$ cat config.mk
export PLATFORM = sky130hd
export DESIGN_NAME = button_mode_led_controller_flat
export DESIGN_NICKNAME = d
export VERILOG_FILES = /design/src/rtl/bmlc_pkg.sv /design/src/rtl/bmlc_in_if.sv /design/src/rtl/bmlc_out_if.sv /design/src/rtl/bmlc_cfg_if.sv /design/src/rtl/bmlc_cfg_regs.sv /design/src/rtl/bmlc_tick_core.sv /design/src/rtl/button_mode_led_controller.sv /design/src/flat_wrapper.sv
export SDC_FILE = /design/constraint.sdc
export NUM_CORES = 1
export LEC_CHECK = 0
export BUFFER_PORTS_ARGS = -buffer_cell sky130_fd_sc_hd__buf_2
export CAP_MARGIN = 0
export CORE_UTILIZATION = 46
export DETAILED_ROUTE_END_ITERATION = 8
export PLACE_DENSITY_LB_ADDON = 0.1
export SYNTH_ARGS = -nofsm -noshare
export SYNTH_HDL_FRONTEND = slang
export SYNTH_HIERARCHICAL = 1
export SYNTH_SLANG_ARGS = --single-unit
$ cat constraint.sdc
create_clock -name clk -period 14 [get_ports clk]
set_input_delay 2.8 -clock clk [delete_from_list [all_inputs] [get_ports clk]]
set_output_delay 2.8 -clock clk [all_outputs]
set_load 0.05 [all_outputs]
$ cat src/rtl/bmlc_pkg.sv
// Package: shared widths, register indexes, reset values and types of the button LED controller.
package bmlc_pkg;

	localparam int TIMER_WIDTH_DEF = 16;

	localparam int DEB_W     = 8;
	localparam int LIM_W     = 16;
	localparam int PWM_W     = 4;
	localparam int MODE_W    = 3;
	localparam int CFG_IDX_W = 3;
	localparam int CFG_DAT_W = 16;

	typedef enum logic [CFG_IDX_W-1:0] {
		REG_DEBOUNCE   = 3'd0,
		REG_LONG_PRESS = 3'd1,
		REG_FLASH_HALF = 3'd2,
		REG_PWM_PERIOD = 3'd3,
		REG_DIM_A_ON   = 3'd4,
		REG_DIM_B_ON   = 3'd5
	} cfg_idx_t;

	localparam logic [DEB_W-1:0] DEBOUNCE_RST   = 8'd20;
	localparam logic [LIM_W-1:0] LONG_PRESS_RST = 16'd1000;
	localparam logic [LIM_W-1:0] FLASH_HALF_RST = 16'd500;
	localparam logic [PWM_W-1:0] PWM_PERIOD_RST = 4'd10;
	localparam logic [PWM_W-1:0] DIM_A_ON_RST   = 4'd5;
	localparam logic [PWM_W-1:0] DIM_B_ON_RST   = 4'd1;

	localparam logic [MODE_W-1:0] CODE_OFF   = 3'd0;
	localparam logic [MODE_W-1:0] CODE_FULL  = 3'd1;
	localparam logic [MODE_W-1:0] CODE_DIM_A = 3'd2;
	localparam logic [MODE_W-1:0] CODE_DIM_B = 3'd3;
	localparam logic [MODE_W-1:0] CODE_FLASH = 3'd4;

	typedef struct packed {
		logic [DEB_W-1:0] debounce_ticks;
		logic [LIM_W-1:0] long_press_ticks;
		logic [LIM_W-1:0] flash_half_ticks;
		logic [PWM_W-1:0] pwm_period_ticks;
		logic [PWM_W-1:0] dim_a_on_ticks;
		logic [PWM_W-1:0] dim_b_on_ticks;
	} cfg_t;

endpackage

$ cat src/rtl/bmlc_in_if.sv
// Interface: tick word channel carrying the raw button level.
interface bmlc_in_if;
	logic valid;
	logic ready;
	logic raw_switch;

	modport source (output valid, output raw_switch, input ready);
	modport sink (input valid, input raw_switch, output ready);
endinterface

$ cat src/rtl/bmlc_out_if.sv
// Interface: result word channel carrying LED level and mode code.
interface bmlc_out_if;
	import bmlc_pkg::*;
	logic              valid;
	logic              ready;
	logic              led_on;
	logic [MODE_W-1:0] mode_now;

	modport source (output valid, output led_on, output mode_now, input ready);
	modport sink (input valid, input led_on, input mode_now, output ready);
endinterface

$ cat src/rtl/bmlc_cfg_if.sv
// Interface: configuration write channel with register index and data.
interface bmlc_cfg_if;
	import bmlc_pkg::*;
	logic                 valid;
	logic                 ready;
	logic [CFG_IDX_W-1:0] index;
	logic [CFG_DAT_W-1:0] data;

	modport source (output valid, output index, output data, input ready);
	modport sink (input valid, input index, input data, output ready);
endinterface

$ cat src/rtl/bmlc_cfg_regs.sv
// Configuration register file of the button LED controller.
module bmlc_cfg_regs (
	input  logic         clk,
	input  logic         arst_n,
	bmlc_cfg_if.sink     cfg,
	output bmlc_pkg::cfg_t regs
);
	import bmlc_pkg::*;

	cfg_t regs_q;

	assign cfg.ready = 1'b1;
	assign regs      = regs_q;

	always_ff @(posedge clk or negedge arst_n) begin
		if (!arst_n) begin
			regs_q.debounce_ticks   <= DEBOUNCE_RST;
			regs_q.long_press_ticks <= LONG_PRESS_RST;
			regs_q.flash_half_ticks <= FLASH_HALF_RST;
			regs_q.pwm_period_ticks <= PWM_PERIOD_RST;
			regs_q.dim_a_on_ticks   <= DIM_A_ON_RST;
			regs_q.dim_b_on_ticks   <= DIM_B_ON_RST;
		end else if (cfg.valid) begin
			unique case (cfg_idx_t'(cfg.index))
				REG_DEBOUNCE:   regs_q.debounce_ticks   <= cfg.data[DEB_W-1:0];
				REG_LONG_PRESS: regs_q.long_press_ticks <= cfg.data[LIM_W-1:0];
				REG_FLASH_HALF: regs_q.flash_half_ticks <= cfg.data[LIM_W-1:0];
				REG_PWM_PERIOD: regs_q.pwm_period_ticks <= cfg.data[PWM_W-1:0];
				REG_DIM_A_ON:   regs_q.dim_a_on_ticks   <= cfg.data[PWM_W-1:0];
				REG_DIM_B_ON:   regs_q.dim_b_on_ticks   <= cfg.data[PWM_W-1:0];
				default: ;
			endcase
		end
	end
endmodule

$ cat src/rtl/bmlc_tick_core.sv
// Tick core: debounce, press timing, mode selection and LED drive state.
module bmlc_tick_core #(
	parameter int TIMER_WIDTH = bmlc_pkg::TIMER_WIDTH_DEF
) (
	input  logic                        clk,
	input  logic                        arst_n,
	input  logic                        step,
	input  logic                        raw,
	input  bmlc_pkg::cfg_t              regs,
	output logic                        led_nxt,
	output logic [bmlc_pkg::MODE_W-1:0] mode_nxt
);
	import bmlc_pkg::*;

	localparam int CW = (TIMER_WIDTH > LIM_W) ? TIMER_WIDTH : LIM_W;
	localparam logic [TIMER_WIDTH-1:0] T_MAX = '1;

	typedef enum logic [4:0] {
		M_OFF   = 5'b00001,
		M_FULL  = 5'b00010,
		M_DIM_A = 5'b00100,
		M_DIM_B = 5'b01000,
		M_FLASH = 5'b10000
	} mode_t;

	logic                   last_q, stable_q, active_q, led_q;
	logic [DEB_W-1:0]       hold_q;
	logic [TIMER_WIDTH-1:0] press_q, flash_q;
	logic [PWM_W-1:0]       phase_q;
	mode_t                  mode_q;

	logic                   last_n, stable_n, active_n, led_n;
	logic [DEB_W-1:0]       hold_n;
	logic [TIMER_WIDTH-1:0] press_n, flash_n;
	logic [PWM_W-1:0]       phase_n;
	mode_t                  mode_n;

	always_comb begin
		logic [PWM_W-1:0] on_ticks;
		last_n   = last_q;
		hold_n   = hold_q;
		stable_n = stable_q;
		active_n = active_q;
		press_n  = press_q;
		mode_n   = mode_q;
		phase_n  = phase_q;
		flash_n  = flash_q;
		led_n    = led_q;
		on_ticks = regs.dim_a_on_ticks;

		// debounce
		if (raw != last_q) begin
			last_n = raw;
			hold_n = '0;
		end else begin
			if (hold_q < regs.debounce_ticks)
				hold_n = hold_q + 1'b1;
			if (hold_n >= regs.debounce_ticks)
				stable_n = last_q;
		end

		// press timing and mode change on release
		if (!stable_n) begin
			if (!active_q) begin
				active_n = 1'b1;
				press_n  = '0;
			end
			if (press_n != T_MAX)
				press_n = press_n + 1'b1;
		end else begin
			if (active_q) begin
				if (CW'(press_q) >= CW'(regs.long_press_ticks)) begin
					mode_n = (mode_q == M_OFF) ? M_FULL : M_OFF;
				end else begin
					unique case (mode_q)
						M_FULL:  mode_n = M_DIM_A;
						M_DIM_A: mode_n = M_DIM_B;
						M_DIM_B: mode_n = M_FLASH;
						M_FLASH: mode_n = M_FULL;
						default: mode_n = mode_q;
					endcase
				end
				flash_n = '0;
			end
			active_n = 1'b0;
		end

		// LED drive
		if (mode_n == M_DIM_B)
			on_ticks = regs.dim_b_on_ticks;
		unique case (mode_n)
			M_OFF:  led_n = 1'b0;
			M_FULL: led_n = 1'b1;
			M_DIM_A, M_DIM_B: begin
				led_n   = (phase_q < on_ticks);
				phase_n = phase_q + 1'b1;
				if (phase_n >= regs.pwm_period_ticks)
					phase_n = '0;
			end
			M_FLASH: begin
				flash_n = flash_n + 1'b1;
				if (CW'(flash_n) >= CW'(regs.flash_half_ticks)) begin
					flash_n = '0;
					led_n   = ~led_q;
				end
			end
			default: led_n = led_q;
		endcase
	end

	always_ff @(posedge clk or negedge arst_n) begin
		if (!arst_n) begin
			last_q   <= 1'b1;
			hold_q   <= '0;
			stable_q <= 1'b1;
			active_q <= 1'b0;
			press_q  <= '0;
			mode_q   <= M_OFF;
			phase_q  <= '0;
			flash_q  <= '0;
			led_q    <= 1'b0;
		end else if (step) begin
			last_q   <= last_n;
			hold_q   <= hold_n;
			stable_q <= stable_n;
			active_q <= active_n;
			press_q  <= press_n;
			mode_q   <= mode_n;
			phase_q  <= phase_n;
			flash_q  <= flash_n;
			led_q    <= led_n;
		end
	end

	always_comb begin
		unique case (mode_n)
			M_FULL:  mode_nxt = CODE_FULL;
			M_DIM_A: mode_nxt = CODE_DIM_A;
			M_DIM_B: mode_nxt = CODE_DIM_B;
			M_FLASH: mode_nxt = CODE_FLASH;
			default: mode_nxt = CODE_OFF;
		endcase
	end

	assign led_nxt = led_n;
endmodule

$ cat src/rtl/button_mode_led_controller.sv
// Top level of the button LED controller: input register, tick core, result register.
// Usage:
//   button: one word per time tick, raw_switch is the raw active-low button level.
//   result: one word per tick, led_on is the LED level after that tick and
//           mode_now the mode code (0 off, 1 full, 2 dim A, 3 dim B, 4 flash).
//   cfg:    register writes by index (debounce, long press, flash half period,
//           PWM period, dim A on ticks, dim B on ticks); unknown indexes are
//           dropped. Write only while no tick is in flight.
// Path: a word accepted is registered in the input register; its result is loaded
//   into the result register when the core advances and is valid from then on.
// Throughput: one tick per cycle while result is taken; the tick core updates all state in one
//   pass between the input register and the result register.
// Reset: arst_n clears the valid flags and the core state to released/off and loads the
//   register defaults; no word is pending afterwards.
// Stall: while result is held, the stored tick waits in the input register;
//   button.ready drops only when both registers are full and result.ready is low.
module button_mode_led_controller #(
	parameter int TIMER_WIDTH = bmlc_pkg::TIMER_WIDTH_DEF
) (
	input  logic       clk,
	input  logic       arst_n,
	bmlc_in_if.sink    button,
	bmlc_out_if.source result,
	bmlc_cfg_if.sink   cfg
);
	import bmlc_pkg::*;

	cfg_t              regs;
	logic              valid_s1, raw_s1;
	logic              out_valid_q, led_q;
	logic [MODE_W-1:0] mode_q;
	logic              advance, led_nxt;
	logic [MODE_W-1:0] mode_nxt;

	bmlc_cfg_regs u_cfg (
		.clk    (clk),
		.arst_n (arst_n),
		.cfg    (cfg),
		.regs   (regs)
	);

	assign advance      = valid_s1 && (!out_valid_q || result.ready);
	assign button.ready = !valid_s1 || advance;

	always_ff @(posedge clk or negedge arst_n) begin
		if (!arst_n) begin
			valid_s1 <= 1'b0;
		end else if (button.valid && button.ready) begin
			valid_s1 <= 1'b1;
		end else if (advance) begin
			valid_s1 <= 1'b0;
		end
	end

	always_ff @(posedge clk) begin
		if (button.valid && button.ready)
			raw_s1 <= button.raw_switch;
	end

	bmlc_tick_core #(.TIMER_WIDTH(TIMER_WIDTH)) u_core (
		.clk      (clk),
		.arst_n   (arst_n),
		.step     (advance),
		.raw      (raw_s1),
		.regs     (regs),
		.led_nxt  (led_nxt),
		.mode_nxt (mode_nxt)
	);

	always_ff @(posedge clk or negedge arst_n) begin
		if (!arst_n) begin
			out_valid_q <= 1'b0;
		end else if (advance) begin
			out_valid_q <= 1'b1;
		end else if (result.ready) begin
			out_valid_q <= 1'b0;
		end
	end

	always_ff @(posedge clk) begin
		if (advance) begin
			led_q  <= led_nxt;
			mode_q <= mode_nxt;
		end
	end

	assign result.valid    = out_valid_q;
	assign result.led_on   = led_q;
	assign result.mode_now = mode_q;
endmodule
$ cat src/flat_wrapper.sv
// flat-port wrapper written by rule: the top's interface ports become plain ports
module button_mode_led_controller_flat import bmlc_pkg::*;
#(
	parameter int TIMER_WIDTH = bmlc_pkg::TIMER_WIDTH_DEF
)
  (clk, arst_n, button_valid, button_raw_switch, button_ready, result_valid, result_led_on, result_mode_now, result_ready, cfg_valid, cfg_index, cfg_data, cfg_ready);
  bmlc_in_if button_i ();
  bmlc_out_if result_i ();
  bmlc_cfg_if cfg_i ();
  input  logic clk;
  input  logic arst_n;
  input wire logic [$bits(button_i.valid)-1:0] button_valid;
  input wire logic [$bits(button_i.raw_switch)-1:0] button_raw_switch;
  output wire logic [$bits(button_i.ready)-1:0] button_ready;
  output wire logic [$bits(result_i.valid)-1:0] result_valid;
  output wire logic [$bits(result_i.led_on)-1:0] result_led_on;
  output wire logic [$bits(result_i.mode_now)-1:0] result_mode_now;
  input wire logic [$bits(result_i.ready)-1:0] result_ready;
  input wire logic [$bits(cfg_i.valid)-1:0] cfg_valid;
  input wire logic [$bits(cfg_i.index)-1:0] cfg_index;
  input wire logic [$bits(cfg_i.data)-1:0] cfg_data;
  output wire logic [$bits(cfg_i.ready)-1:0] cfg_ready;
  assign button_i.valid = button_valid;
  assign button_i.raw_switch = button_raw_switch;
  assign button_ready = button_i.ready;
  assign result_valid = result_i.valid;
  assign result_led_on = result_i.led_on;
  assign result_mode_now = result_i.mode_now;
  assign result_i.ready = result_ready;
  assign cfg_i.valid = cfg_valid;
  assign cfg_i.index = cfg_index;
  assign cfg_i.data = cfg_data;
  assign cfg_ready = cfg_i.ready;
  button_mode_led_controller #(.TIMER_WIDTH(TIMER_WIDTH)) u_core (.clk(clk), .arst_n(arst_n), .button(button_i), .result(result_i), .cfg(cfg_i));
endmodule
# After elaboration in Yosys (flattened, before gate mapping)

Cells that the tools add are included.

Bits in registers: 112
Output and inout bits: 7

$add $sub $neg: 4
Order comparisons: 6
Equality and inequality tests: 17
Muxes and demuxes: 27
Bitwise logic cells: 2
Reductions and logical operators: 19

Operators by type and width:

| operator                                             | number |
|---|---|
| 2-to-1 mux 16 bit                                    | 7 |
| adder 16 x 1 -> 16 bit (second input constant)       | 2 |
| greater-or-equal comparator 16 bit                   | 2 |
| 2-to-1 mux 8 bit                                     | 3 |
| one-hot mux 5 bit (4 select lines)                   | 1 |
| AND reduction 2 bit                                  | 9 |
| inequality test 16 bit (second input constant)       | 1 |
| 2-to-1 mux 5 bit                                     | 3 |
| one-hot mux 3 bit (4 select lines)                   | 1 |
| equality test 5 x 1 -> 1 bit (second input constant) | 2 |
| equality test 5 x 2 -> 1 bit (second input constant) | 2 |
| equality test 5 x 3 -> 1 bit (second input constant) | 2 |
| equality test 5 x 4 -> 1 bit (second input constant) | 2 |
| equality test 5 bit (second input constant)          | 2 |
| adder 8 x 1 -> 8 bit (second input constant)         | 1 |
| greater-or-equal comparator 8 bit                    | 1 |
| < comparator 8 bit                                   | 1 |
| 2-to-1 mux 1 bit                                     | 8 |
| 2-to-1 mux 4 bit                                     | 2 |
| equality test 3 x 2 -> 1 bit (second input constant) | 2 |
| equality test 3 bit (second input constant)          | 2 |
| adder 4 x 1 -> 4 bit (second input constant)         | 1 |
| greater-or-equal comparator 4 bit                    | 1 |
| < comparator 4 bit                                   | 1 |
| other kinds (11)                                     | 16 |

# Depth between registers and ports, before layout

Word-level depth: 11
Depth in mapped cells: 34
Mapped depth without buffers: 33

# Cells and area by module

The synthesis kept the hierarchy.

By module, submodules not included:

| module                     | instances | cells each | area an instance (sq um) | seq. area each (sq um) |
|---|---|---|---|---|
| bmlc_tick_core             | 1         | 564        | 4787.1                   | 1330.0 |
| bmlc_cfg_regs              | 1         | 116        | 2045.7                   | 1325.0 |
| button_mode_led_controller | 1         | 13         | 254.0                    | 200.2 |

# Worst setup path after synthesis

No wires, ideal clock.

Kind: reg2reg
Start: register u_core.u_cfg.regs_q, in the netlist u_core/u_cfg/regs[46]
End: register u_core.u_core.flash_q[2]
Setup time: 0.066 ns
Arrival: 5.993 ns
Data required time: 13.934 ns
Setup slack: 7.942 ns
Stages on the path, launching flop included: 33
Buffers on the path: 2
Cell sequence: dfstp_2 -> inv_1 -> ha_1 -> a21o_1 -> a21o_1 -> a21oi_1 -> o21ai_0 -> a21oi_1 -> nand3_1 -> xnor2_1 -> ha_1 -> a22oi_1 -> o211ai_2 -> a31oi_4 -> mux2i_1 -> nor2_2 -> buf_4 -> and2_1 -> ha_1 -> nand3_1 -> nor3_2 -> nand3_1 -> xor2_1 -> nor2_1 -> ha_1 -> a21o_1 -> a21oi_1 -> o21ai_0 -> a21oi_1 -> inv_1 -> nor4_4 -> buf_6 -> a22o_1

Cells in the longest elaborated chain, start to end: 11

RTL lines:

| element                               | RTL line              | RTL |
|---|---|---|
| start, declared                       | bmlc_cfg_regs.sv:10   | `cfg_t regs_q;` |
| < comparator 8 bit                    | bmlc_tick_core.sv:56  | `if (hold_q < regs.debounce_ticks)` |
| 2-to-1 mux 8 bit                      | bmlc_tick_core.sv:56  |  |
| 2-to-1 mux 8 bit                      | bmlc_tick_core.sv:52  | `if (raw != last_q) begin` |
| greater-or-equal comparator 8 bit (*) | bmlc_tick_core.sv:58  | `if (hold_n >= regs.debounce_ticks)` |
| 2-to-1 mux 1 bit (*)                  | bmlc_tick_core.sv:58  |  |
| 2-to-1 mux 1 bit (*)                  | bmlc_tick_core.sv:52  |  |
| 2-to-1 mux 16 bit                     | bmlc_tick_core.sv:63  | `if (!stable_n) begin` |
| adder 16 x 1 -> 16 bit                | bmlc_tick_core.sv:101 | `flash_n = flash_n + 1'b1;` |
| greater-or-equal comparator 16 bit    | bmlc_tick_core.sv:102 | `if (CW'(flash_n) >= CW'(regs.flash_half_ticks)) begin` |
| 2-to-1 mux 16 bit                     | bmlc_tick_core.sv:102 |  |
| 2-to-1 mux 16 bit (*)                 | bmlc_tick_core.sv:91  | `unique case (mode_n)` |
| end signal, assigned                  | bmlc_tick_core.sv:130 | `flash_q <= flash_n;` |
| end, declared                         | bmlc_tick_core.sv:28  | `logic [TIMER_WIDTH-1:0] press_q, flash_q;` |

Every way passes the cells marked *; elsewhere a longest branch is shown, timed or not. The select of a mux whose other input is x is not followed.
A chain may end at the register's enable or synchronous reset.

# Final worst setup path

Start: register u_core.u_core.hold_q[1]
End: register u_core.u_core.flash_q[12]

Cells in the longest elaborated chain, start to end: 11

RTL lines:

| element                                                    | RTL line                                   | RTL |
|---|---|---|
| start, declared                                            | bmlc_tick_core.sv:27                       | `logic [DEB_W-1:0] hold_q;` |
| start signal, assigned                                     | bmlc_tick_core.sv:124                      | `hold_q <= hold_n;` |
| adder 8 x 1 -> 8 bit or < comparator 8 bit (tied branches) | bmlc_tick_core.sv:57, bmlc_tick_core.sv:56 |  |
| 2-to-1 mux 8 bit (*)                                       | bmlc_tick_core.sv:56                       |  |
| 2-to-1 mux 8 bit (*)                                       | bmlc_tick_core.sv:52                       |  |
| greater-or-equal comparator 8 bit (*)                      | bmlc_tick_core.sv:58                       |  |
| 2-to-1 mux 1 bit (*)                                       | bmlc_tick_core.sv:58                       |  |
| 2-to-1 mux 1 bit (*)                                       | bmlc_tick_core.sv:52                       |  |
| 2-to-1 mux 16 bit                                          | bmlc_tick_core.sv:63                       |  |
| adder 16 x 1 -> 16 bit                                     | bmlc_tick_core.sv:101                      |  |
| greater-or-equal comparator 16 bit                         | bmlc_tick_core.sv:102                      |  |
| 2-to-1 mux 16 bit                                          | bmlc_tick_core.sv:102                      |  |
| 2-to-1 mux 16 bit (*)                                      | bmlc_tick_core.sv:91                       |  |

Marks and branches as above.

==> impl_metrics.toml <==
[final_layout]
syn_to_final_growth_pct = 7.63
nets = 799
drive_gt1_share_pct = 21.9
multi_input_area_um2 = 3870
regArea_um2 = 2860
n_antenna_cell = 0
final_cell_count_no_fill = 909
fillerInstances = 1377
stdcell_area_um2 = 7630

[worst_setup_path]
crit_type = "reg -> reg"
cp-end-kind = "register"
arrival_ns = 7.72
cpPeakStageDelay_ns = 0.77
startpoint_type = "register"
worstPathRequired_ns = 14.30
startpoint = "u_core/u_core/hold_q[1]"
cp_common_cell = "a21o_1"
path_max_fanout = 15
r2r_slack_ns = 6.58
r2r_start = "u_core/u_core/hold_q[1]"
crit_slowest_cell = "nor4_4"

[yosys]
syn-cell-area_um2 = 7090
synth_flop_cell = "dfrtp_1"
synthTopCellsByArea = "dfrtp_1 (30%), ha_1 (10%), mux2_2 (8.6%), dfstp_2 (8.2%), nand2_1 (3.0%)"
synthArstFlopShare_pct = 95.5
synth-xor-area-share_pct = 4.33
synth_top_family_by_area = "simple AND/OR/NAND/NOR gates"
netlist.top_cell.by_area = "dfrtp_1"
synth_nets = 776
syn_inst = 693
yosys.area_share.simple_pct = 16.2
synth_compound_area_share_pct = 14.6
synth_mux_area_share_pct = 9.29
synth_top_area_share_pct = 30.0
ys_warn_count = 6
ys_seq_area_share_pct = 40.3
synth_edf_count = 5
synth-seq-cells = 112
synthAdderAreaFrac_pct = 10.2
yosysUniqueCellTypes = 79
syn-mean-instance-area_um2 = 10.2

[timing]
rsz0062_at_grt = "false"
hold_violations = 0
drv_slew = 0
tightest_slew_ns = 0.939
slew-limit-headroom_pct = 37.4
fin_tns_setup_ns = 0
fin_skew_ns = 0.00857
setup_viol = 0
period_share_pct = 53.0
timing.fmax_mhz = 135
period_minus_slack_ns = 7.42

[die]
rows = 45
initial_core_util_pct = 46.8
die_h_um = 126
die_x_um = 126
dieArea_um2 = 15900
core_area_um2 = 15100
pin_count = 32

[drt]
wl_per_cell_um = 17.0
viasPerCell = 5.73
drc_errors = 0
first_pass_iters = 5
wl_mm = 15.5
drt_iter0_drc = 292
ant_nets = 0
num_vias = 5209

[power_and_ir_drop]
switchingPower_mw = 0.359
p_leak_nw = 3.54
seqPwrFrac_pct = 43.5
swShare_pct = 35.2
p_per_area_nw_per_um2 = 134
combPwrFrac_pct = 31.5
power_mw = 1.02
peakVddDrop_v = 0.0000616
internal-power_mw = 0.660
clkPwrFrac_pct = 25.1

[placement]
hpwl_mm = 11.2
placed_area_um2 = 7340
port_buffers = 30
dp.cells = 893
gp_congestion = 0.886

[clocking]
cts-buffers-inserted = 9
post_cts_buffers = 0
cts_tree = "built"
root_buffer = "clkbuf_16"
cts_htree_levels = 3
worst_skew_pair.late_latency_ns = 0.36
clockBufferDepth = 2
cts_hold_buf = 0
cts_sinks = 112
clk_pin_slew_ns = 0.08
ctsResizeCount = 0

[outcome]
status = "completed"

[global_routing]
grt_pass1_vias = 5127
globalRoute.totalOverflow = 0
grt_max_degree = 76
grt_first_pass_wirelength_mm = 26.3
grt.total_usage_pct = 20.9
grt_antenna_before_repair = 0

[min_path]
hold_path_class = "reg -> reg"
hold_start = "u_core/u_cfg/regs[15]"

[job]
drv_cap = 0
final timing paths:
| kind | endpoint | cells after the start |
|---|---|---|
| max | u_core/u_core/flash_q[12] | 31 |
| min | u_core/u_cfg/regs[15] | 1 |
| max reg2reg | u_core/u_core/flash_q[12] | 31 |
| min reg2reg | u_core/u_cfg/regs[15] | 1 |
| max in group asynchronous | u_core/u_core/press_q[14] | 2 |
| min in group asynchronous | u_core/u_core/phase_q[2] | 1 |
layer usage:
metal,up-vias,global-route usage (%),part of all wire [%],routed length [um]
met5,-,0,0,0
met4,0,6.52,1.6,250
met3,17,3.99,2.9,444
met2,85,34.0,47,7230
met1,2563,28.2,49,7540
li1,2544,-,-,-
layout make-up:
class                      count  share of cell area, %
clock buffer                   9                   2.95
clock inverter                 7                  0.804
inverter                      56                   2.76
multi-input combinational    505                   50.8
sequential                   112                   37.4
tap                          188                   3.08
timing repair buffer          32                   2.20
critical path: cells and delay by family (launching register included):
| kind | cells | cell delay, ns |
|---|---|---|
| flops | 1 | 0.42 |
| simple gates | 9 | 2.65 |
| buf+inv | 1 | 0.17 |
| mux | 1 | 0.16 |
| compound gates | 14 | 2.53 |
| fa+ha+maj | 4 | 1.11 |
| xor+xnor | 2 | 0.32 |
cells in the final DEF, fill, tap and decap left out, types with 10 or more instances in the layout:
master,n
nand3_1,24
nand2_1,57
ha_1,58
a22o_1,17
inv_1,55
buf_2,29
a21oi_1,23
dfrtp_1,85
nor2_1,42
nor3_1,11
mux2_2,54
dfstp_2,22
xnor2_1,14
o21ai_0,33
nand4_1,18
xor2_1,21
nand2b_1,10
a21o_1,16
cell families after synthesis:
group	count (synthesis)
AND/OR/NAND/NOR	211
AO/OA/AOI/OAI	141
flip-flops	112
buffers and inverters	76
multiplexers	59
adder cells (fa/ha/maj)	58
XOR/XNOR	35
other	1
registers in the layout, indices dropped and copies added, names as in the netlist:
register and cells:
u_core/u_cfg/regs 52, u_core/u_core/flash_q 16, u_core/u_core/press_q 16, u_core/u_core/hold_q 8
u_core/u_core/mode_q 5, u_core/u_core/phase_q 4, u_core/result.mode_now 3, u_core/raw_s1 1
u_core/result.led_on 1, u_core/result.valid 1, u_core/u_core/active_q 1, u_core/u_core/last_q 1
u_core/u_core/led_q 1, u_core/u_core/stable_q 1, u_core/valid_s1 1
power by group through the flow:
| stage | combinational, mW | clock [mW] | sequential (mW) |
|---|---|---|---|
| final | 0.321 | 0.255 | 0.443 |
| after global routing | 0.359 | 0.276 | 0.453 |
| after CTS | 0.321 | 0.264 | 0.442 |
| after detailed placement | 0.318 | 0 | 0.448 |
| after global placement | 0.309 | 0 | 0.446 |
| after floorplan | 0.251 | 0 | 0.437 |
Yosys cell counts, drive strengths merged (17+ instances only):
cell / instances
dfrtp: 85
ha: 58
nand2: 57
inv: 55
mux2: 54
nor2: 45
o21ai: 37
nand3: 26
a21oi: 25
dfstp: 22
xor2: 21
nand4: 18
a22o: 17
metrics by stage:
step	hold WS [ns]	util [%]	setup slack (ns)
global placement	0.489	48.5	7.01
global route	0.529	50.4	6.04
floorplan	0.475	-	7.94
finish	0.508	50.4	6.58
CTS	0.514	50.4	6.65
detailed placement	0.496	48.5	6.69
No activity file was read; power rests on OpenSTA's default activity.
